$ cat config.mk
export PLATFORM = sky130hd
export DESIGN_NAME = mandelbrot_escape_counter_core
export DESIGN_NICKNAME = d
export VERILOG_FILES = /design/src/sv/mec_pkg.sv /design/src/sv/mandelbrot_escape_counter_core.sv
export SDC_FILE = /design/constraint.sdc
export NUM_CORES = 2
export LEC_CHECK = 0
export ABC_CLOCK_PERIOD_IN_PS = 11200
export BUFFER_PORTS_ARGS = -buffer_cell sky130_fd_sc_hd__buf_4
export CAP_MARGIN = 20
export CORE_UTILIZATION = 36
export CTS_CLUSTER_SIZE = 12
export DETAILED_ROUTE_END_ITERATION = 7
export GPL_ROUTABILITY_DRIVEN = 0
export SYNTH_ARGS = -nofsm -noshare
export SYNTH_HDL_FRONTEND = slang
export SYNTH_SLANG_ARGS = --single-unit
$ cat constraint.sdc
create_clock -name clk -period 11.2 [get_ports clk]
set_input_delay 2.24 -clock clk [delete_from_list [all_inputs] [get_ports clk]]
set_output_delay 2.24 -clock clk [all_outputs]
set_load 0.01 [all_outputs]
$ cat src/sv/mec_pkg.sv
// Shared constants and payload types for the Mandelbrot escape counter.
package mec_pkg;

  localparam int FRAC_BITS = 28;
  localparam int ZW        = 32;
  localparam int PW        = 2 * ZW;
  localparam int CNT_W     = 16;

  localparam logic [CNT_W-1:0] LIMIT_RST = CNT_W'(10000);

  typedef struct packed {
    logic signed [ZW-1:0] c_real;
    logic signed [ZW-1:0] c_imag;
  } pt_t;

  typedef struct packed {
    logic [CNT_W-1:0] iter_count;
    logic             inside_res;
  } res_t;

endpackage

$ cat src/sv/mandelbrot_escape_counter_core.sv
// Mandelbrot escape counter: one multiplier iterated under a small sequencer.
// Each round steps the single 32x32 multiplier through zr*zr, zi*zi, zr*zi, then update.
// A point's result is registered in the zr*zi (check) step of the round that decides it.
// The next point transfers only once the sequencer is idle again; one point at a time.
// A result not yet taken holds the next point's finishing check step until it transfers.
// Reset (rst, synchronous, active high): sequencer idle, no result, limit = 10000.
module mandelbrot_escape_counter_core (
  input  logic                        clk,
  input  logic                        rst,
  input  logic                        pt_valid,
  output logic                        pt_ready,
  input  mec_pkg::pt_t                pt,
  output logic                        res_valid,
  input  logic                        res_ready,
  output mec_pkg::res_t               res,
  input  logic                        cfg_valid,
  output logic                        cfg_ready,
  input  logic [mec_pkg::CNT_W-1:0]   cfg_data
);
  import mec_pkg::*;

  typedef enum logic [4:0] {
    ST_IDLE   = 5'b00001,
    ST_MUL_RR = 5'b00010,
    ST_MUL_II = 5'b00100,
    ST_MUL_RI = 5'b01000,
    ST_UPDATE = 5'b10000
  } state_t;

  localparam logic [PW:0] SMALL_TH = (PW+1)'(1) << (2 * FRAC_BITS - 4);
  localparam logic [PW:0] BIG_TH   = (PW+1)'(1) << (2 * FRAC_BITS + 2);

  state_t                  state;
  logic [CNT_W-1:0]        iter_cap;
  logic [CNT_W-1:0]        count;
  logic                    first;
  logic signed [ZW-1:0]    zr;
  logic signed [ZW-1:0]    zi;
  logic signed [ZW-1:0]    cr;
  logic signed [ZW-1:0]    ci;
  logic signed [PW-1:0]    prod;
  logic [PW-1:0]           r2;
  logic [PW-1:0]           i2;

  logic signed [ZW-1:0]    mul_a;
  logic signed [ZW-1:0]    mul_b;
  logic signed [PW-1:0]    mul_p;
  logic [PW:0]             mag_sum;
  logic                    near;
  logic                    limit;
  logic                    esc;
  logic                    finish;
  logic                    res_load;
  logic signed [PW-1:0]    diff;
  logic signed [PW-1:0]    diff_sh;
  logic signed [PW-1:0]    xy_sh;
  logic signed [ZW-1:0]    zr_next;
  logic signed [ZW-1:0]    zi_next;

  assign pt_ready  = (state == ST_IDLE);
  assign cfg_ready = 1'b1;

  assign mul_a = (state == ST_MUL_II) ? zi : zr;
  assign mul_b = (state == ST_MUL_RR) ? zr : zi;
  assign mul_p = mul_a * mul_b;

  assign mag_sum = {1'b0, r2} + {1'b0, prod};
  assign near    = first && (mag_sum < SMALL_TH);
  assign limit   = (count >= iter_cap);
  assign esc     = (mag_sum > BIG_TH);
  assign finish  = near || limit || esc;

  // hold until the result register is free
  assign res_load = (state == ST_MUL_RI) && finish && (!res_valid || res_ready);

  assign diff    = $signed(r2) - $signed(i2);
  assign diff_sh = diff >>> FRAC_BITS;
  assign xy_sh   = prod >>> (FRAC_BITS - 1);
  assign zr_next = diff_sh[ZW-1:0] + cr;
  assign zi_next = xy_sh[ZW-1:0] + ci;

  always_ff @(posedge clk) begin
    if (rst) begin
      state     <= ST_IDLE;
      res_valid <= 1'b0;
      iter_cap  <= LIMIT_RST;
    end else begin
      if (cfg_valid) begin
        iter_cap <= cfg_data;
      end
      if (res_load) begin
        res_valid <= 1'b1;
      end else if (res_ready) begin
        res_valid <= 1'b0;
      end
      unique case (state)
        ST_IDLE: begin
          if (pt_valid) begin
            zr    <= pt.c_real;
            zi    <= pt.c_imag;
            cr    <= pt.c_real;
            ci    <= pt.c_imag;
            count <= CNT_W'(1);
            first <= 1'b1;
            state <= ST_MUL_RR;
          end
        end
        ST_MUL_RR: begin
          prod  <= mul_p;
          state <= ST_MUL_II;
        end
        ST_MUL_II: begin
          r2    <= prod;
          prod  <= mul_p;
          state <= ST_MUL_RI;
        end
        ST_MUL_RI: begin
          if (finish) begin
            if (res_load) begin
              res.iter_count <= (near || limit) ? iter_cap : count;
              res.inside_res <= near || limit;
              state          <= ST_IDLE;
            end
          end else begin
            i2    <= prod;
            prod  <= mul_p;
            state <= ST_UPDATE;
          end
        end
        ST_UPDATE: begin
          zr    <= zr_next;
          zi    <= zi_next;
          count <= count + CNT_W'(1);
          first <= 1'b0;
          state <= ST_MUL_RR;
        end
        default: state <= ST_IDLE;
      endcase
    end
  end

  a_start: assert property (@(posedge clk) disable iff (rst)
    pt_valid && pt_ready |=> state == ST_MUL_RR)
    else $error("point transfer did not start a round");

  a_escape_below_limit: assert property (@(posedge clk) disable iff (rst)
    res_valid && !res.inside_res |-> res.iter_count < iter_cap && res.iter_count != '0)
    else $error("escape count outside its range");

  a_update_below_limit: assert property (@(posedge clk) disable iff (rst)
    state == ST_UPDATE |-> count < iter_cap)
    else $error("round advanced at the iteration limit");

  a_result_from_check: assert property (@(posedge clk) disable iff (rst)
    $rose(res_valid) |-> $past(state) == ST_MUL_RI)
    else $error("result raised outside the check step");

endmodule
## Word-level counts from Yosys, hierarchy flattened

Index checks and enable logic that the tools add are counted.

| cells by class | value |
|---|---|
| $add $sub $neg | 5 |
| $mul | 1 |
| divide/modulo/power cells | 0 |
| magnitude comparators | 3 |
| equality and inequality tests | 8 |
| shifts and indexed selects | 0 |
| mux-type cells | 19 |
| bitwise logic cells | 2 |
| reduce and logical (&&, ||, !) cells | 18 |

Operators by type and width:

| kind | number |
|---|---|
| $mux 32 | 4 |
| $pmux 32 s2 | 2 |
| $pmux 64 s2 | 1 |
| $add 64x64->65 | 1 |
| $gt 65x59->1 const B | 1 |
| $lt 65x53->1 const B | 1 |
| $add 32x32->32 | 2 |
| $mul 32x32->64 | 1 |
| $mux 64 | 1 |
| $sub 60x60->60 | 1 |
| $mux 16 | 2 |
| $pmux 16 s2 | 1 |
| $pmux 5 s5 | 1 |
| $add 16x1->16 const B | 1 |
| $ge 16x16->1 | 1 |
| $mux 5 | 3 |
| $reduce_and 3->1 | 4 |
| $reduce_bool 2->1 | 3 |
| $eq 5x1->1 const B | 1 |
| $eq 5x2->1 const B | 1 |
| $eq 5x3->1 const B | 1 |
| $eq 5x4->1 const B | 1 |
| $eq 5x5->1 const B | 1 |
| $ne 2x2->1 const B | 2 |
| other kinds (10) | 18 |

| word-level totals | value |
|---|---|
| bits in registers | 372 |
| latch bits | 0 |
| bits in writable memories | 0 |
| ROM bits | 0 |
| input port bits | 85 |
| memories | 0 |

## Longest topological paths before layout

| depth | value |
|---|---|
| depth in word-level cells | 10 |
| gate-level depth with buffers | 35 |
| gate-level depth less buffers | 33 |

## Least setup slack after synthesis

OpenSTA, ideal clock, no wires.

| path | value |
|---|---|
| path type | register to register |
| start | reg prod[22] |
| end | reg i2[0], enable pin |
| library setup time | 0.626 ns |
| arrival | 9.233 ns |
| data required time | 10.574 ns |
| slack | 1.342 ns |
| cell stages (with the launch flop) | 14 |
| buffers on the path | 1 |
| cells stage by stage | edfxtp_1 ha_1 clkbuf_1 nand4_1 or3_1 a2111oi_1 o2111ai_1 nand2_1 a221oi_2 xnor2_1 a211o_1 or4b_1 o41a_1 nor4_1 |

| on the way | value |
|---|---|
| longest elaborated chain between the ends | 7 |
| elaborated cells on any way between the ends | 8 |
| classes of those cells | 1 x add/sub; 2 x order compare; 1 x bitwise; 4 x reduce/logical |

RTL lines:

| item | line | text |
|---|---|---|
| start, declared | mandelbrot_escape_counter_core.sv:41 | `logic signed [PW-1:0] prod;` |
| start signal, assigned | mandelbrot_escape_counter_core.sv:109 | `prod <= mul_p;` |
| start signal, assigned | mandelbrot_escape_counter_core.sv:114 | `prod <= mul_p;` |
| start signal, assigned | mandelbrot_escape_counter_core.sv:126 | `prod <= mul_p;` |
| $add 64x64->65 (*) | mandelbrot_escape_counter_core.sv:67 | `assign mag_sum = {1'b0, r2} + {1'b0, prod};` |
| $lt 65x53->1 | mandelbrot_escape_counter_core.sv:68 | `assign near = first && (mag_sum < SMALL_TH);` |
| $logic_and 1x1->1 | mandelbrot_escape_counter_core.sv:68 |  |
| $logic_or 1x1->1 | mandelbrot_escape_counter_core.sv:71 | `assign finish = near \|\| limit \|\| esc;` |
| $logic_or 1x1->1 (*) | mandelbrot_escape_counter_core.sv:71 |  |
| $not 1->1 (no line) (*) | -- |  |
| $reduce_and 3->1 (no line) (*) | -- |  |
| end signal, assigned | mandelbrot_escape_counter_core.sv:125 | `i2 <= prod;` |
| end, declared | mandelbrot_escape_counter_core.sv:43 | `logic [PW-1:0] i2;` |

Every way passes the cells marked *; elsewhere a longest branch is shown, timed or not.
A chain may end at the register's enable or synchronous reset.

## Final worst setup path

| path | value |
|---|---|
| start | reg state[4] |
| end | reg prod[59] (data pin) |

| on the way | value |
|---|---|
| longest elaborated chain between the ends | 5 |
| elaborated cells on any way between the ends | 9 |
| classes of those cells | 1 x mul; 3 x eq/ne; 4 x mux; 1 x reduce/logical |

RTL lines:

| item | line | text |
|---|---|---|
| start, declared | mandelbrot_escape_counter_core.sv:33 | `state_t state;` |
| start signal, assigned | mandelbrot_escape_counter_core.sv:84 | `state <= ST_IDLE;` |
| start signal, assigned | mandelbrot_escape_counter_core.sv:105 | `state <= ST_MUL_RR;` |
| start signal, assigned | mandelbrot_escape_counter_core.sv:110 | `state <= ST_MUL_II;` |
| $eq 5x3->1 / $eq 5x2->1 (equally long branches) | mandelbrot_escape_counter_core.sv:63, mandelbrot_escape_counter_core.sv:64 |  |
| $mux 32, on equally long branches | mandelbrot_escape_counter_core.sv:63, mandelbrot_escape_counter_core.sv:64 |  |
| $mul 32x32->64 (*) | mandelbrot_escape_counter_core.sv:65 | `assign mul_p = mul_a * mul_b;` |
| via mul_p[59] | mandelbrot_escape_counter_core.sv:47 | `logic signed [PW-1:0] mul_p;` |
| $mux 64 | mandelbrot_escape_counter_core.sv:118 | `if (finish) begin` |
| $pmux 64 s2 (*) | mandelbrot_escape_counter_core.sv:96 | `unique case (state)` |

The timed path passes the listed nets; every way through them passes the cells marked *. The select of a mux whose other input is x is not followed.

==> metrics.cfg <==
[yosys]
yosysSeqAreaShare=0.1888
synth_area_leaders=fa_1 37%, edfxtp_1 18%, ha_1 8.3%, inv_1 7.1%, nand2_1 4.7%
synthArstFlopShare=0
ys_warn_count=0
synth_nets=7555
syn_avg_cell_area_um2=9.665
synth_area_um2=57990
synth_top_area_cell=fa_1
ys_ff_latch=372
syn_inst=6000
synth_edf_count=350
synth_top_area_frac=0.3746
synthFlopType=edfxtp_1
synth_cell_types=78

[critical_path]
path_delay_family=adder cells
cp-endpoint=prod[59]$_DFFE_PP_
critPathSlowestCell=a2111oi_0
end_kind=flop
cp_data_arrival_time_ns=11.17
rr_endpoint=prod[59]$_DFFE_PP_
path_common_cell=fa_1
r2r_start=state[4]$_SDFFE_PP0P_
crit_type=flop to flop
crit_cells=29
cpPeakStageDelay_ns=0.83
critPathBufInv=4
r2r_setup_slack_ns=0.38
path_max_fanout=49
cp-startpoint=state[4]$_SDFFE_PP0P_
reg2reg_depth=29
critPathRequiredTime_ns=11.55
startpoint_type=flop

[clock_network]
numClockSinks=372
cts_hold_buf=0
clockRootBuffer=clkbuf_16
cts_resized=0
cts_setup_buffers=0
cts_tree=built
cts_buffer_depth=3
h-tree-depth=2
clkTransAtPathRegs_ns=0.06
cts_made_buffers=44
clk_latency_ns=0.62

[timing]
tns_ns=0
slew_headroom=0.2114
worst_pin_slew_ns=1.160
rsz0062_at_grt=no
min_period_over_period=0.9664
period_minus_slack_ns=10.82
fmax_mhz=92.39
final-setup-viol-count=0
maxSlewViolCount=0
skew_ns=0.05617
hold_violations=0

[routing]
wire_per_inst_um=22.62
drt_first_pass_iters=6
drc=0
via_count=44040
drt-total-wl_mm=186.1
ant_nets=0
drt_iter0_markers=3801
vias_per_cell=5.353

[floorplanning]
core_area_um2=159100
io_pins=105
die-height_um=403.3
initial_utilization=0.3645
die_area_um2=162700
die_w_um=403.3
num_rows=146

[final_layout]
final_cells=8228
fin_nets=7601
area_delta_synth_final_pct=9.174
drive_gt1_frac=0.07336
final_util=0.3979

[global_route]
grt.total_usage=0.2294
grt_pass1_vias=45600
grt_first_pass_wirelength_mm=281.1
grt_overflow_total=0
antenna_found_initial=10
grt_max_degree=89

[status]
status=complete, no violations

[placed_design]
io_buffers=103
dpl.hpwl_mm=150.9
dp_cells=8145

[run]
drv_cap=0

[min_path]
hold_class=flop to flop
hold_start=prod[21]$_DFFE_PP_

## synthesized netlist by cell type (29+ instances only)
library cell / n
a21o_1: 104
a21oi_1: 228
and3_1: 30
buf_1: 29
clkbuf_1: 183
edfxtp_1: 350
fa_1: 1085
ha_1: 385
inv_1: 1093
mux2_2: 82
mux2i_1: 74
nand2_1: 719
nand3_1: 44
nand4_1: 46
nor2_1: 670
nor3_1: 42
o21a_1: 41
o21ai_0: 181
xnor2_1: 114
xor2_1: 90
## area by class of cell
cell class                      count  area [um^2]
Timing Repair Buffer              223         1732
Clock buffer                       54         1179
Clock inverter                     26        284.0
Multi-Input combinational cell   4310        42360
Fill cell                       15620        95800
Antenna cell                        2        5.005
Sequential cell                   372        10950
Inverter                         1095         4113
Tap cell                         2146         2685
## per-stage QoR
step | setup slack [ns] | hold slack [ns] | area, um^2
floorplan | 1.342 | 0.4334 | 57990
global placement | 0.7711 | 0.4724 | 61820
detailed placement | 0.6388 | 0.4810 | 61830
CTS | 0.5892 | 0.4927 | 63290
global route | 0.1769 | 0.5044 | 63310
finish | 0.3762 | 0.4921 | 63310
## sequential cells by signal, indices dropped and copies added (netlist names)
name       count
count         16
iter_cap      16
r2            64
ci            32
prod          64
first          1
res           17
i2            60
cr            32
zi            32
state          5
zr            32
res_valid      1
## layer usage
metal	up-vias	routed length (um)	GRT usage
li1	19170	-	-
met1	22490	74950	0.3027
met2	1937	83430	0.3609
met3	434	18660	0.05622
met4	12	8996	0.09186
met5	-	89	0
## kinds of logic after synthesis
group	count (synthesis)	share of synthesized area
buf+inv	1318	0.08560
fa+ha+maj	1470	0.4576
mux	156	0.02870
simple gates	1693	0.1222
other cells	1	0.00006467
compound gates	786	0.08618
xor+xnor	204	0.03081
flops	372	0.1888
## cells in the final DEF, fill, tap and decap left out, types with 82 or more instances in the layout
master / n
mux2_2: 82
inv_1: 1093
xor2_1: 90
nand2_1: 718
nor2_1: 668
buf_4: 217
a21o_1: 104
edfxtp_1: 350
o21ai_0: 181
ha_1: 385
fa_1: 1085
a21oi_1: 227
xnor2_1: 114
## worst min-delay path by stage
stage	end	depth (start not counted)
floorplan	r2[60]$_DFFE_PP_	0
global placement	i2[20]$_DFFE_PP_	0
detailed placement	i2[19]$_DFFE_PP_	0
CTS	i2[19]$_DFFE_PP_	0
global route	r2[0]$_DFFE_PP_	0
finish	r2[21]$_DFFE_PP_	0
Power is not shown: default switching activity piles up to over one toggle a cycle in this logic, so the estimate is an artifact.
